==> src/design/tvs_pkg.sv <==
// Shared types, constants and the arctangent table of the turtle vector step block.
`default_nettype none

package tvs_pkg;

	// Fixed-point formats
	localparam int FRAC_BITS   = 8;
	localparam int AMOUNT_W    = 24;
	localparam int COORD_W     = 32;
	localparam int HEADING_W   = 17;
	localparam int COLOUR_W    = 8;

	// Iterative unit sizes
	localparam int TABLE_LEN         = 24;
	localparam int CORDIC_ITERATIONS = 16;
	localparam int COR_STEPS  = (CORDIC_ITERATIONS < TABLE_LEN) ? CORDIC_ITERATIONS : TABLE_LEN;
	localparam int STEP_W     = 5;
	localparam int ROT_STEPS  = 9;

	// Datapath widths: CORDIC vector in Q2.30, angle in Q.16 degrees, product accumulator
	localparam int VEC_W   = 33;
	localparam int Z_W     = 27;
	localparam int ATAN_W  = 23;
	localparam int PART_W  = 18;
	localparam int PROD_W  = AMOUNT_W + PART_W;
	localparam int ACC_W   = 58;
	localparam int LO_W    = 17;
	localparam int DISP_W  = ACC_W - 30;

	// Angle constants in heading units
	localparam int FULL_TURN    = 360 << FRAC_BITS;
	localparam int HALF_TURN    = 180 << FRAC_BITS;
	localparam int QUARTER_TURN = 90 << FRAC_BITS;
	localparam int Z_SHIFT      = 16 - FRAC_BITS;

	// Numeric constants
	localparam logic signed [VEC_W-1:0] CORDIC_START = 33'sd652032874;
	localparam logic signed [ACC_W-1:0] ACC_ROUND    = 58'sd536870912;

	// Reset values of the pen attributes
	localparam logic [COLOUR_W-1:0] FG_RESET      = 8'd7;
	localparam logic [COLOUR_W-1:0] BG_RESET      = 8'd0;
	localparam logic [COLOUR_W-1:0] PATTERN_RESET = 8'd43;

	// Action codes
	localparam logic [2:0] ACT_ROTATE  = 3'd0;
	localparam logic [2:0] ACT_MOVE    = 3'd1;
	localparam logic [2:0] ACT_DRAW    = 3'd2;
	localparam logic [2:0] ACT_FG      = 3'd3;
	localparam logic [2:0] ACT_BG      = 3'd4;
	localparam logic [2:0] ACT_PATTERN = 3'd5;

	// Command word
	typedef struct packed {
		logic [2:0]                 action;
		logic signed [AMOUNT_W-1:0] amount;
		logic [7:0]                 symbol;
	} cmd_word_t;

	// Report word
	typedef struct packed {
		logic signed [COORD_W-1:0] start_x;
		logic signed [COORD_W-1:0] start_y;
		logic signed [COORD_W-1:0] end_x;
		logic signed [COORD_W-1:0] end_y;
		logic                      segment_drawn;
		logic                      segment_moved;
		logic [HEADING_W-1:0]      heading_out;
		logic [COLOUR_W-1:0]       fg_out;
		logic [COLOUR_W-1:0]       bg_out;
		logic [7:0]                pattern_out;
	} rpt_word_t;

	// Commands from the controller to the datapath
	typedef struct packed {
		logic              capture;
		logic              rot_prep;
		logic              rot_step;
		logic              rot_last;
		logic              cor_prep;
		logic              cor_iter;
		logic              cor_neg;
		logic              mul_en;
		logic [1:0]        mul_sel;
		logic              acc_en;
		logic [1:0]        acc_sel;
		logic              pos_update;
		logic              attr_set;
		logic              rpt_load;
		logic [STEP_W-1:0] step;
	} tvs_cmd_t;

	// Status from the datapath to the controller
	typedef struct packed {
		logic rpt_free;
	} tvs_status_t;

	// Arctangent of 2^-i in degrees, Q.16, rounded
	function automatic logic [ATAN_W-1:0] atan_deg_q16(input logic [STEP_W-1:0] idx);
		logic [ATAN_W-1:0] r;
		unique case (idx)
			5'd0:    r = 23'd2949120;
			5'd1:    r = 23'd1740967;
			5'd2:    r = 23'd919879;
			5'd3:    r = 23'd466945;
			5'd4:    r = 23'd234379;
			5'd5:    r = 23'd117304;
			5'd6:    r = 23'd58666;
			5'd7:    r = 23'd29335;
			5'd8:    r = 23'd14668;
			5'd9:    r = 23'd7334;
			5'd10:   r = 23'd3667;
			5'd11:   r = 23'd1833;
			5'd12:   r = 23'd917;
			5'd13:   r = 23'd458;
			5'd14:   r = 23'd229;
			5'd15:   r = 23'd115;
			5'd16:   r = 23'd57;
			5'd17:   r = 23'd29;
			5'd18:   r = 23'd14;
			5'd19:   r = 23'd7;
			5'd20:   r = 23'd4;
			5'd21:   r = 23'd2;
			5'd22:   r = 23'd1;
			default: r = 23'd0;
		endcase
		return r;
	endfunction

endpackage

`default_nettype wire

==> src/design/tvs_ctrl.sv <==
// Sequencing state machine of the turtle vector step block.
`default_nettype none

module tvs_ctrl #(
	parameter int CORDIC_ITERATIONS = tvs_pkg::CORDIC_ITERATIONS
) (
	input  wire logic                clk,
	input  wire logic                arst_n,
	input  wire logic                cmd_valid,
	input  wire logic [2:0]          cmd_action,
	output logic                     cmd_ready,
	input  wire tvs_pkg::tvs_status_t status,
	output tvs_pkg::tvs_cmd_t        ctl
);

	localparam logic [3:0] ST_IDLE     = 4'd0;
	localparam logic [3:0] ST_ROT_PREP = 4'd1;
	localparam logic [3:0] ST_ROT_STEP = 4'd2;
	localparam logic [3:0] ST_COR_PREP = 4'd3;
	localparam logic [3:0] ST_COR_ITER = 4'd4;
	localparam logic [3:0] ST_COR_NEG  = 4'd5;
	localparam logic [3:0] ST_MUL      = 4'd6;
	localparam logic [3:0] ST_UPDATE   = 4'd7;
	localparam logic [3:0] ST_ATTR     = 4'd8;
	localparam logic [3:0] ST_REPORT   = 4'd9;

	// The arctangent table limits the number of micro-rotations
	localparam int COR_STEPS = (CORDIC_ITERATIONS < tvs_pkg::TABLE_LEN) ?
		CORDIC_ITERATIONS : tvs_pkg::TABLE_LEN;

	localparam logic [tvs_pkg::STEP_W-1:0] COR_LAST =
		tvs_pkg::STEP_W'(COR_STEPS - 1);
	localparam logic [tvs_pkg::STEP_W-1:0] ROT_FIRST =
		tvs_pkg::STEP_W'(tvs_pkg::ROT_STEPS - 1);
	localparam logic [tvs_pkg::STEP_W-1:0] MUL_LAST = 5'd4;

	logic [3:0]                  state_q;
	logic [3:0]                  state_nxt;
	logic [tvs_pkg::STEP_W-1:0]  cnt_q;
	logic [tvs_pkg::STEP_W-1:0]  cnt_nxt;
	logic                        accept;

	assign cmd_ready = (state_q == ST_IDLE);
	assign accept    = cmd_valid && cmd_ready;

	// Next state, step counter and datapath commands
	always_comb begin
		state_nxt = state_q;
		cnt_nxt   = cnt_q;
		ctl       = '0;
		ctl.step  = cnt_q;
		unique case (state_q)
			ST_IDLE: begin
				if (accept) begin
					ctl.capture = 1'b1;
					unique case (cmd_action) inside
						tvs_pkg::ACT_ROTATE:                 state_nxt = ST_ROT_PREP;
						tvs_pkg::ACT_MOVE, tvs_pkg::ACT_DRAW: state_nxt = ST_COR_PREP;
						default:                             state_nxt = ST_ATTR;
					endcase
				end
			end
			ST_ROT_PREP: begin
				ctl.rot_prep = 1'b1;
				cnt_nxt      = ROT_FIRST;
				state_nxt    = ST_ROT_STEP;
			end
			ST_ROT_STEP: begin
				ctl.rot_step = 1'b1;
				if (cnt_q == '0) begin
					ctl.rot_last = 1'b1;
					state_nxt    = ST_REPORT;
				end else begin
					cnt_nxt = cnt_q - 1'b1;
				end
			end
			ST_COR_PREP: begin
				ctl.cor_prep = 1'b1;
				cnt_nxt      = '0;
				state_nxt    = ST_COR_ITER;
			end
			ST_COR_ITER: begin
				ctl.cor_iter = 1'b1;
				if (cnt_q == COR_LAST) begin
					state_nxt = ST_COR_NEG;
				end else begin
					cnt_nxt = cnt_q + 1'b1;
				end
			end
			ST_COR_NEG: begin
				ctl.cor_neg = 1'b1;
				cnt_nxt     = '0;
				state_nxt   = ST_MUL;
			end
			ST_MUL: begin
				// Products are formed one step ahead of their accumulation
				ctl.mul_en  = (cnt_q != MUL_LAST);
				ctl.mul_sel = cnt_q[1:0];
				ctl.acc_en  = (cnt_q != '0);
				ctl.acc_sel = 2'(cnt_q - 1'b1);
				if (cnt_q == MUL_LAST) begin
					state_nxt = ST_UPDATE;
				end else begin
					cnt_nxt = cnt_q + 1'b1;
				end
			end
			ST_UPDATE: begin
				ctl.pos_update = 1'b1;
				state_nxt      = ST_REPORT;
			end
			ST_ATTR: begin
				ctl.attr_set = 1'b1;
				state_nxt    = ST_REPORT;
			end
			ST_REPORT: begin
				if (status.rpt_free) begin
					ctl.rpt_load = 1'b1;
					state_nxt    = ST_IDLE;
				end
			end
			default: begin
				state_nxt = ST_IDLE;
			end
		endcase
	end

	// State and counter registers
	always_ff @(posedge clk or negedge arst_n) begin
		if (!arst_n) begin
			state_q <= ST_IDLE;
			cnt_q   <= '0;
		end else begin
			state_q <= state_nxt;
			cnt_q   <= cnt_nxt;
		end
	end

endmodule

`default_nettype wire

==> src/design/tvs_datapath.sv <==
// Turtle state, CORDIC, multiply-accumulate and report register of the turtle vector step block.
`default_nettype none

module tvs_datapath (
	input  wire logic                 clk,
	input  wire logic                 arst_n,
	input  wire tvs_pkg::tvs_cmd_t    ctl,
	input  wire tvs_pkg::cmd_word_t   cmd_word,
	output tvs_pkg::tvs_status_t      status,
	output logic                      rpt_valid,
	input  wire logic                 rpt_ready,
	output tvs_pkg::rpt_word_t        rpt_word
);

	localparam int VW = tvs_pkg::VEC_W;
	localparam int ZW = tvs_pkg::Z_W;
	localparam int AW = tvs_pkg::ACC_W;
	localparam int CW = tvs_pkg::COORD_W;
	localparam int HW = tvs_pkg::HEADING_W + 1;

	localparam logic signed [ZW-1:0] ROT_UNIT = ZW'(tvs_pkg::FULL_TURN);
	localparam logic signed [ZW-1:0] ROT_BIAS = ZW'(tvs_pkg::FULL_TURN << (tvs_pkg::ROT_STEPS - 2));
	localparam logic signed [HW-1:0] H_FULL    = HW'(tvs_pkg::FULL_TURN);
	localparam logic signed [HW-1:0] H_HALF    = HW'(tvs_pkg::HALF_TURN);
	localparam logic signed [HW-1:0] H_QUARTER = HW'(tvs_pkg::QUARTER_TURN);

	// Architectural state
	logic [tvs_pkg::HEADING_W-1:0] heading_q;
	logic signed [CW-1:0]          pos_x_q;
	logic signed [CW-1:0]          pos_y_q;
	logic [tvs_pkg::COLOUR_W-1:0]  fg_q;
	logic [tvs_pkg::COLOUR_W-1:0]  bg_q;
	logic [7:0]                    pattern_q;

	// Per-command working registers
	logic [2:0]                           act_q;
	logic signed [tvs_pkg::AMOUNT_W-1:0]  amt_q;
	logic [7:0]                           sym_q;
	logic signed [CW-1:0]                 start_x_q;
	logic signed [CW-1:0]                 start_y_q;
	logic                                 moved_q;
	logic                                 drawn_q;
	logic signed [VW-1:0]                 x_q;
	logic signed [VW-1:0]                 y_q;
	logic signed [ZW-1:0]                 z_q;
	logic                                 neg_q;
	logic signed [tvs_pkg::PROD_W-1:0]    mul_q;
	logic signed [AW-1:0]                 acc_x_q;
	logic signed [AW-1:0]                 acc_y_q;

	// Report register
	tvs_pkg::rpt_word_t rpt_q;
	logic               rpt_valid_q;

	// Combinational helpers
	logic signed [ZW-1:0]                 rot_diff;
	logic signed [ZW-1:0]                 rot_init;
	logic signed [ZW-1:0]                 rot_wrap;
	logic signed [ZW-1:0]                 rot_next;
	logic signed [HW-1:0]                 h_signed;
	logic signed [HW-1:0]                 h_half;
	logic signed [HW-1:0]                 h_fold;
	logic                                 h_neg;
	logic signed [VW-1:0]                 x_sh;
	logic signed [VW-1:0]                 y_sh;
	logic signed [ZW-1:0]                 atan_z;
	logic signed [VW-1:0]                 mul_src;
	logic signed [tvs_pkg::PART_W-1:0]    mul_part;
	logic signed [AW-1:0]                 acc_term;
	logic signed [tvs_pkg::DISP_W-1:0]    disp_x;
	logic signed [tvs_pkg::DISP_W-1:0]    disp_y;
	logic signed [CW:0]                   sum_x;
	logic signed [CW:0]                   sum_y;
	logic signed [CW-1:0]                 new_x;
	logic signed [CW-1:0]                 new_y;
	logic [tvs_pkg::COLOUR_W-1:0]         colour;

	// Saturate a 33-bit sum to the signed 32-bit range
	function automatic logic signed [CW-1:0] sat_coord(input logic signed [CW:0] v);
		logic signed [CW-1:0] r;
		if (v[CW] != v[CW-1]) begin
			r = v[CW] ? {1'b1, {(CW-1){1'b0}}} : {1'b0, {(CW-1){1'b1}}};
		end else begin
			r = v[CW-1:0];
		end
		return r;
	endfunction

	// Heading minus amount, brought to a non-negative value with a whole number of turns
	assign rot_diff = ZW'($signed({1'b0, heading_q})) - ZW'(amt_q);
	assign rot_init = rot_diff[ZW-1] ? (rot_diff + ROT_BIAS) : rot_diff;

	// One restoring step of the modulo-360 reduction
	assign rot_wrap = ROT_UNIT <<< ctl.step;
	assign rot_next = (z_q >= rot_wrap) ? (z_q - rot_wrap) : z_q;

	// Fold the heading into the range of minus to plus a quarter turn
	always_comb begin
		h_signed = $signed({1'b0, heading_q});
		h_half   = (h_signed > H_HALF) ? (h_signed - H_FULL) : h_signed;
		h_neg    = 1'b0;
		h_fold   = h_half;
		if (h_half > H_QUARTER) begin
			h_fold = h_half - H_HALF;
			h_neg  = 1'b1;
		end else if (h_half < -H_QUARTER) begin
			h_fold = h_half + H_HALF;
			h_neg  = 1'b1;
		end
	end

	// CORDIC micro-rotation operands
	assign x_sh   = x_q >>> ctl.step;
	assign y_sh   = y_q >>> ctl.step;
	assign atan_z = ZW'(tvs_pkg::atan_deg_q16(ctl.step));

	// Partial product operand: low 17 bits unsigned, upper bits signed
	assign mul_src  = ctl.mul_sel[1] ? y_q : x_q;
	assign mul_part = ctl.mul_sel[0] ?
		tvs_pkg::PART_W'($signed(mul_src[VW-1:tvs_pkg::LO_W])) :
		$signed({1'b0, mul_src[tvs_pkg::LO_W-1:0]});
	assign acc_term = ctl.acc_sel[0] ? (AW'(mul_q) <<< tvs_pkg::LO_W) : AW'(mul_q);

	// New position with rounding already folded into the accumulators
	assign disp_x = acc_x_q[AW-1:30];
	assign disp_y = acc_y_q[AW-1:30];
	assign sum_x  = (CW+1)'(pos_x_q) + (CW+1)'(disp_x);
	assign sum_y  = (CW+1)'(pos_y_q) + (CW+1)'(disp_y);
	assign new_x  = sat_coord(sum_x);
	assign new_y  = sat_coord(sum_y);

	// Colour: integer part of the amount, clamped to one byte
	always_comb begin
		if (amt_q[tvs_pkg::AMOUNT_W-1]) begin
			colour = '0;
		end else if ((amt_q >>> tvs_pkg::FRAC_BITS) > 24'sd255) begin
			colour = '1;
		end else begin
			colour = amt_q[tvs_pkg::FRAC_BITS +: tvs_pkg::COLOUR_W];
		end
	end

	// Architectural turtle state
	always_ff @(posedge clk or negedge arst_n) begin
		if (!arst_n) begin
			heading_q <= '0;
			pos_x_q   <= '0;
			pos_y_q   <= '0;
			fg_q      <= tvs_pkg::FG_RESET;
			bg_q      <= tvs_pkg::BG_RESET;
			pattern_q <= tvs_pkg::PATTERN_RESET;
		end else begin
			if (ctl.rot_step && ctl.rot_last) begin
				heading_q <= rot_next[tvs_pkg::HEADING_W-1:0];
			end
			if (ctl.pos_update) begin
				pos_x_q <= new_x;
				pos_y_q <= new_y;
			end
			if (ctl.attr_set) begin
				unique case (act_q)
					tvs_pkg::ACT_FG:      fg_q      <= colour;
					tvs_pkg::ACT_BG:      bg_q      <= colour;
					tvs_pkg::ACT_PATTERN: pattern_q <= sym_q;
					default: begin
					end
				endcase
			end
		end
	end

	// Working registers of the current command
	always_ff @(posedge clk) begin
		if (ctl.capture) begin
			act_q     <= cmd_word.action;
			amt_q     <= cmd_word.amount;
			sym_q     <= cmd_word.symbol;
			start_x_q <= pos_x_q;
			start_y_q <= pos_y_q;
			moved_q   <= 1'b0;
			drawn_q   <= 1'b0;
		end
		if (ctl.rot_prep) begin
			z_q <= rot_init;
		end
		if (ctl.rot_step) begin
			z_q <= rot_next;
		end
		if (ctl.cor_prep) begin
			x_q     <= tvs_pkg::CORDIC_START;
			y_q     <= '0;
			z_q     <= ZW'(h_fold) <<< tvs_pkg::Z_SHIFT;
			neg_q   <= h_neg;
			acc_x_q <= tvs_pkg::ACC_ROUND;
			acc_y_q <= tvs_pkg::ACC_ROUND;
		end
		if (ctl.cor_iter) begin
			if (!z_q[ZW-1]) begin
				x_q <= x_q - y_sh;
				y_q <= y_q + x_sh;
				z_q <= z_q - atan_z;
			end else begin
				x_q <= x_q + y_sh;
				y_q <= y_q - x_sh;
				z_q <= z_q + atan_z;
			end
		end
		if (ctl.cor_neg && neg_q) begin
			x_q <= -x_q;
			y_q <= -y_q;
		end
		if (ctl.mul_en) begin
			mul_q <= amt_q * mul_part;
		end
		if (ctl.acc_en) begin
			if (ctl.acc_sel[1]) begin
				acc_y_q <= acc_y_q + acc_term;
			end else begin
				acc_x_q <= acc_x_q + acc_term;
			end
		end
		if (ctl.pos_update) begin
			moved_q <= (new_x != pos_x_q) || (new_y != pos_y_q);
			drawn_q <= ((new_x != pos_x_q) || (new_y != pos_y_q)) && (act_q == tvs_pkg::ACT_DRAW);
		end
	end

	// Report register and its valid flag
	always_ff @(posedge clk or negedge arst_n) begin
		if (!arst_n) begin
			rpt_valid_q <= 1'b0;
		end else if (ctl.rpt_load) begin
			rpt_valid_q <= 1'b1;
		end else if (rpt_ready) begin
			rpt_valid_q <= 1'b0;
		end
	end

	always_ff @(posedge clk) begin
		if (ctl.rpt_load) begin
			rpt_q.start_x       <= start_x_q;
			rpt_q.start_y       <= start_y_q;
			rpt_q.end_x         <= pos_x_q;
			rpt_q.end_y         <= pos_y_q;
			rpt_q.segment_drawn <= drawn_q;
			rpt_q.segment_moved <= moved_q;
			rpt_q.heading_out   <= heading_q;
			rpt_q.fg_out        <= fg_q;
			rpt_q.bg_out        <= bg_q;
			rpt_q.pattern_out   <= pattern_q;
		end
	end

	assign status.rpt_free = !rpt_valid_q || rpt_ready;
	assign rpt_valid       = rpt_valid_q;
	assign rpt_word        = rpt_q;

endmodule

`default_nettype wire

==> src/design/turtle_vector_step.sv <==
// Top level of the turtle vector step block: controller and datapath.
//
//  Channel | Signals                        | Word type
//  --------+--------------------------------+---------------------
//  command | cmd_valid, cmd_ready, cmd_word | tvs_pkg::cmd_word_t
//  report  | rpt_valid, rpt_ready, rpt_word | tvs_pkg::rpt_word_t
//
// One command word is worked on at a time; cmd_ready is high while the controller is idle.
// Rotate runs nine restoring steps of the modulo-360 reduction; move and draw run the
// iterative CORDIC and then the shared 24 x 18 multiplier; pen attribute commands set
// the attribute directly.
// A report word waits in its own register, so the next command is taken while it is
// pending; a command finishes only once that register is free.
// Reset puts the turtle at the origin, heading zero, foreground 7, background 0, pattern '+'.
`default_nettype none

module turtle_vector_step #(
	parameter int CORDIC_ITERATIONS = tvs_pkg::CORDIC_ITERATIONS
) (
	input  wire logic               clk,
	input  wire logic               arst_n,
	input  wire logic               cmd_valid,
	output logic                    cmd_ready,
	input  wire tvs_pkg::cmd_word_t cmd_word,
	output logic                    rpt_valid,
	input  wire logic               rpt_ready,
	output tvs_pkg::rpt_word_t      rpt_word
);

	tvs_pkg::tvs_cmd_t    ctl;
	tvs_pkg::tvs_status_t status;

	// Sequencer
	tvs_ctrl #(
		.CORDIC_ITERATIONS (CORDIC_ITERATIONS)
	) u_ctrl (
		.clk        (clk),
		.arst_n     (arst_n),
		.cmd_valid  (cmd_valid),
		.cmd_action (cmd_word.action),
		.cmd_ready  (cmd_ready),
		.status     (status),
		.ctl        (ctl)
	);

	// Arithmetic and state
	tvs_datapath u_datapath (
		.clk       (clk),
		.arst_n    (arst_n),
		.ctl       (ctl),
		.cmd_word  (cmd_word),
		.status    (status),
		.rpt_valid (rpt_valid),
		.rpt_ready (rpt_ready),
		.rpt_word  (rpt_word)
	);

endmodule

`default_nettype wire
==> config.mk <==
export PLATFORM = sky130hd
export DESIGN_NAME = turtle_vector_step
export DESIGN_NICKNAME = d
export VERILOG_FILES = /design/src/design/tvs_pkg.sv /design/src/design/tvs_ctrl.sv /design/src/design/tvs_datapath.sv /design/src/design/turtle_vector_step.sv
export SDC_FILE = /design/constraint.sdc
export NUM_CORES = 2
export LEC_CHECK = 0
export BUFFER_PORTS_ARGS = -buffer_cell sky130_fd_sc_hd__buf_2
export CAP_MARGIN = 40
export CORE_ASPECT_RATIO = 1.4
export CORE_MARGIN = 5
export CORE_UTILIZATION = 39
export DETAILED_ROUTE_END_ITERATION = 10
export GPL_ROUTABILITY_DRIVEN = 0
export GPL_TIMING_DRIVEN = 0
export PLACE_DENSITY = 0.51
export SYNTH_ARGS = -nofsm -noshare
export SYNTH_HDL_FRONTEND = slang
export SYNTH_SLANG_ARGS = --single-unit
==> constraint.sdc <==
create_clock -name clk -period 28.1 [get_ports clk]
set_clock_uncertainty 0.15 [all_clocks]
set_input_delay 4.215 -clock clk [delete_from_list [all_inputs] [get_ports clk]]
set_output_delay 4.215 -clock clk [all_outputs]
set_load 0.005 [all_outputs]
# Word-level counts from Yosys, hierarchy flattened
# Memory sizes are Yosys's and may differ from the RTL's.
# Cells that the tools add are included.
[totals]
ff_bits = 639
word_cells = 183
inputBits = 39
n_memories = 1
out_inout_bits = 173
romBits = 704
[memory_table]
columns = ["memory", "depth", "word_bits", "read_ports", "rd_ports_with_merged_regs", "wr", "line_no", "text"]
rows = [
  ["(no name shown)", 32, 22, 1, 0, 0, "tvs_pkg.sv:101", "unique case (idx)"],
]
[op_classes]
addsub = 20
n_reduce_logical = 25
n_mux = 63
n_mul = 1
n_lt_le_gt_ge = 5
shifts = 3
n_eq_ne = 31
[op_table]
columns = ["cell", "count"]
rows = [
  ["2-to-1 mux 58 bit", 7],
  ["2-to-1 mux 33 bit", 9],
  ["2-to-1 mux 27 bit", 7],
  ["2-to-1 mux 32 bit", 4],
  ["adder 58 bit", 2],
  ["2-to-1 mux 18 bit", 4],
  ["adder 32 x 28 -> 33 bit", 2],
  ["adder 33 bit", 2],
  ["negation 33 bit", 2],
  [">>> shifter 33 x 5 -> 33 bit", 2],
  ["subtractor 33 bit", 2],
  ["inequality test 32 bit", 2],
  ["multiplier 24 x 18 -> 42 bit", 1],
  ["case mux 4 bit (9 select lines)", 1],
  ["adder 27 x 24 -> 27 bit", 1],
  ["adder 27 x 25 -> 27 bit, second input constant", 1],
  [">= comparator 27 bit", 1],
  ["<<< shifter 18 x 5 -> 27 bit, first input constant", 1],
  ["subtractor 27 x 24 -> 27 bit", 1],
  ["subtractor 27 bit", 1],
  ["case mux 5 bit (5 select lines)", 1],
  ["subtractor 18 x 24 -> 25 bit", 1],
  ["2-to-1 mux 4 bit", 5],
  ["adder 18 x 17 -> 18 bit, second input constant", 1],
  ["42 further kinds", 87],
]

# Logic depth before layout (Yosys ltp)
[logic_depth]
ltp_word = 7
depth_mapped = 36
mapped_depth_nobuf = 33

# Hierarchy
# Synthesis repeated with hierarchy kept, for this count alone.
[hier_totals]
cells_unflattened = 6747
area_unflattened_um2 = 62845.3
[by_module_without_submodules]
columns = ["mod", "cells_per_inst", "n_inst", "seq_area_each_um2", "area_each_um2"]
rows = [
  ["tvs_datapath", 6640, 1, 17235.3, 61931.9],
  ["tvs_ctrl", 107, 1, 225.2, 913.4],
]

# Worst setup path before layout
# Ideal clock, no wire load.
[synth_path]
path_type = "in2reg"
startpoint = "in rpt_ready"
endpoint = "reg u_datapath.rpt_q, in the netlist u_datapath.rpt_word[0], enable pin"
n_path_buf = 0
setup_ps = 704
setup_slack_ps = 15883
stages = 2
required_time_ps = 27246
t_arrival_ps = 11363
cell_sequence = "nor2b_1 nor2_1"
[synth_lines]
columns = ["item", "line_no", "text"]
rows = [
  ["start: declaration", "turtle_vector_step.sv:26", "input wire logic rpt_ready,"],
  ["end: declaration", "tvs_datapath.sv:52", "tvs_pkg::rpt_word_t rpt_q;"],
]

# Final worst setup path
[layout_path]
startpoint = "reg u_ctrl.cnt_q[1] (netlist name)"
endpoint = "reg u_datapath.mul_q[40] (netlist name), data pin"
[layout_between]
elab_chain_cells = 4
[layout_rtl]
columns = ["item", "line_no", "text"]
rows = [
  ["start: declaration", "tvs_ctrl.sv:39", "logic [tvs_pkg::STEP_W-1:0] cnt_q;"],
  ["start signal: assignment", "tvs_ctrl.sv:134", "cnt_q <= cnt_nxt;"],
  ["2-to-1 mux 6 bit", "tvs_ctrl.sv:52", "unique case (state_q)"],
  ["2-to-1 mux 33 bit", "tvs_datapath.sv:118", "assign mul_src = ctl.mul_sel[1] ? y_q : x_q;"],
  ["2-to-1 mux 18 bit", "tvs_datapath.sv:119", "assign mul_part = ctl.mul_sel[0] ?"],
  ["multiplier 24 x 18 -> 42 bit", "tvs_datapath.sv:213", "mul_q <= amt_q * mul_part;"],
  ["end signal: assignment", "tvs_datapath.sv:213", ""],
  ["end: declaration", "tvs_datapath.sv:47", "logic signed [tvs_pkg::PROD_W-1:0] mul_q;"],
]
# No other way between the ends.
# A chain may end at the register's enable or synchronous reset.

==> impl_metrics.json <==
{
  "final-seq-area_um2": 17460,
  "antenna_found_initial": 8,
  "synth_cells": 7004,
  "synth_top_cell_area_share_pct": 19.08,
  "track_usage_pct": 27.47,
  "ys_ff_latch": 639,
  "synth_compound_area_share_pct": 17.52,
  "grt_setup_unrepaired": "no",
  "r2r_setup_slack_ns": 15.60,
  "syn2layout_area_growth_pct": 11.10,
  "fmax_ghz": 0.07999,
  "synthTopCellsByCount": "704 x nand2_1, 645 x inv_1, 443 x a21oi_1, 436 x ha_1, 433 x fa_1",
  "avgRoutedWirePerCell_um": 25.56,
  "ctsResizeCount": 0,
  "setup_violations": 0,
  "ios": 212,
  "placed_area_um2": 68840,
  "status": "finished clean",
  "fin_nets": 8274,
  "muxShareOfSynthArea_pct": 5.247,
  "critical_path_arrival_ns": 12.78,
  "crit_required_ns": 28.38,
  "worst_pin_slew_ns": 1.060,
  "h-tree-depth": 3,
  "relSlewSlack_pct": 29.34,
  "hpwl_um": 197100,
  "cp-end-kind": "register",
  "yosys.area_share.simple_pct": 15.54,
  "synthAdderAreaFrac_pct": 22.26,
  "ys.flop_type": "edfxtp_1",
  "critical_path.slowest_cell": "dfrtp_1",
  "drt-total-wl_um": 244500,
  "clockRootBuffer": "clkbuf_16",
  "fin_crit_sh_pct": 44.49,
  "critPathMaxFanout": 10,
  "grt_pass1_wl_um": 360500,
  "start_util_pct": 39.14,
  "hold_viol": 0,
  "numCtsBuffers": 73,
  "insertion_delay_ns": 0.73,
  "synthesis.area_um2": 64210,
  "clockBufferDepth": 3,
  "drv_slew": 0,
  "whs_ns": 0.2596,
  "min-delay-start": "u_datapath.start_x_q[21]",
  "firstDrtPassIters": 7,
  "synth_area_leader_cell": "edfxtp_1",
  "post_cts_buffers": 0,
  "clkTransAtPathRegs_ns": 0.08,
  "core_um2": 164100,
  "die_h_um": 490.1,
  "critPathLaunchType": "register",
  "min_path_type": "register to register",
  "multi_input_area_um2": 42930,
  "rows": 176,
  "timing.final.crit_period_ns": 12.50,
  "synth_xor_area_share_pct": 6.220,
  "die_x_um": 352.9,
  "drive_gt1_share_pct": 9.561,
  "synth_top_family_by_area": "adder cells",
  "postLayoutCellArea_um2": 71340,
  "slowest_delay_ns": 0.61,
  "netlist-cell-type-count": 113,
  "reg2regPathDepth": 35,
  "yosysMostFrequentCell": "nand2_1",
  "ctsHoldBuffers": 0,
  "overflow": 0,
  "n_fill_cell": 16290,
  "portBuffers": 211,
  "cts_sinks": 639,
  "grt_max_degree": 63,
  "synth_edf_count": 408,
  "dieArea_um2": 173000,
  "post-route-drc-count": 0,
  "crit_type": "register to register",
  "reg2reg_to": "u_datapath.mul_q[40]",
  "yosysWarnings": 0,
  "cts_tree": "done",
  "holdPathEnd": "u_datapath.rpt_word[160]",
  "synth-async-reset-ratio_pct": 18.00,
  "holdPathStages": 0,
  "ant_nets": 0,
  "reg2reg_from": "u_ctrl.cnt_q[1]",
  "max-cap-violations": 0,
  "synth_nets": 7912,
  "syn_area_per_cell_um2": 9.168,
  "grt_pass1_vias": 56610,
  "fin_util_pct": 43.48,
  "viasPerCell": 5.887,
  "tns_ns": 0,
  "drt-initial-drc-count": 4771,
  "seq_area_frac_synth_pct": 27.19,
  "num_vias": 56310,
  "path_common_cell": "fa_1",
  "ys_top_cells_by_area": "edfxtp_1 19%, fa_1 13%, ha_1 8.5%"
}
registers in the layout (all words and copies together), names as in the netlist, 3 cells and up:
name / cells
u_datapath.bg_q: 8
u_datapath.pattern_q: 8
u_datapath.acc_x_q: 58
u_datapath.fg_q: 8
u_datapath.act_q: 3
u_datapath.mul_q: 42
u_datapath.y_q: 33
u_datapath.pos_y_q: 32
u_datapath.rpt_word: 171
u_datapath.pos_x_q: 32
u_datapath.start_y_q: 32
u_datapath.heading_q: 17
u_datapath.sym_q: 8
u_datapath.start_x_q: 32
u_datapath.amt_q: 24
u_ctrl.state_q: 4
u_datapath.acc_y_q: 58
u_datapath.z_q: 27
u_ctrl.cnt_q: 5
u_datapath.x_q: 33
cell type report:
| type | instances | area share [%] |
|---|---|---|
| antenna | 3 | 0.01052 |
| buffer | 353 | 1.992 |
| clock buffer | 90 | 2.808 |
| clock inverter | 45 | 0.6735 |
| inverter | 652 | 3.431 |
| multi-input combinational | 5360 | 60.18 |
| sequential | 639 | 24.48 |
| tap | 2136 | 3.746 |
| timing repair buffer | 287 | 2.682 |
worst max-delay path, delay by kind of cell, from the launching register on:
| family | cells | cell delay (ns) |
|---|---|---|
| and+or+nand+nor | 4 | 1.07 |
| buffers and inverters | 13 | 3.79 |
| xor gates and xnor gates | 1 | 0.51 |
| adders and majority gates | 7 | 3.16 |
| AOI/OAI and AO/OA | 10 | 2.89 |
| DFF | 1 | 0.61 |
how the worst max path moves through the flow:
stage	start	end	slack, ns	cells past startpoint
finish	u_ctrl.cnt_q[1]	u_datapath.mul_q[40]	15.60	35
CTS	u_ctrl.cnt_q[1]	u_datapath.mul_q[40]	15.84	35
floorplan	rpt_ready	u_datapath.rpt_word[0]	15.88	2
global route	u_ctrl.cnt_q[1]	u_datapath.mul_q[41]	15.16	36
detailed placement	u_ctrl.cnt_q[1]	u_datapath.mul_q[40]	15.87	35
global placement	rpt_ready	u_datapath.rpt_word[143]	11.88	3
cell families (layout without fill, tap and decap cells):
kind of cell	count (synthesis)	count (layout)
other	0	3
xor gates and xnor gates	456	456
AOI/OAI and AO/OA	1751	1751
and+or+nand+nor	2046	2046
muxes	221	221
DFF	639	639
adders and majority gates	886	886
buffers and inverters	1005	1427
layout by cell type, fill, tap and decap left out, types with 25 or more instances in the layout:
cell type,instances
mux2_2,85
mux2i_1,52
and2_1,196
fa_1,433
nor4_1,36
buf_1,36
a21o_1,184
and3_1,57
nor2b_1,75
buf_2,258
nand3_1,212
inv_1,645
nand2b_1,70
o31ai_1,39
or2_2,25
edfxtp_1,408
o22ai_1,62
dfrtp_1,108
or3_1,44
a211oi_1,71
o211ai_1,64
xnor2_1,254
o21bai_1,31
nand2_1,704
xor2_1,202
o21ai_0,409
a31oi_1,102
dfxtp_1,116
nand4_1,45
nor3_1,113
ha_1,436
a21oi_1,443
o21a_1,58
mux4_2,83
clkbuf_16,75
clkbuf_1,280
nor2_1,354
metal layers:
layer / vias up / GRT usage, % / routed length (um)
li1: 25560 / - / -
met2: 2499 / 48.06 / 118900
met1: 27460 / 30.59 / 88680
met4: 2 / 18.69 / 20640
met5: - / 0 / 10
met3: 794 / 4.585 / 16310
through the flow:
| stage | worst slack (ns) | std cells |
|---|---|---|
| 2_1_floorplan | 15.88 | 7004 |
| 3_3_place_gp | 11.88 | 9351 |
| 3_5_place_dp | 15.87 | 9426 |
| 4_1_cts | 15.84 | 9561 |
| 5_1_grt | 15.16 | 9563 |
| 6_report | 15.60 | 9565 |
Power is not shown: default switching activity piles up to over one toggle a cycle in this logic, so the estimate is an artifact.
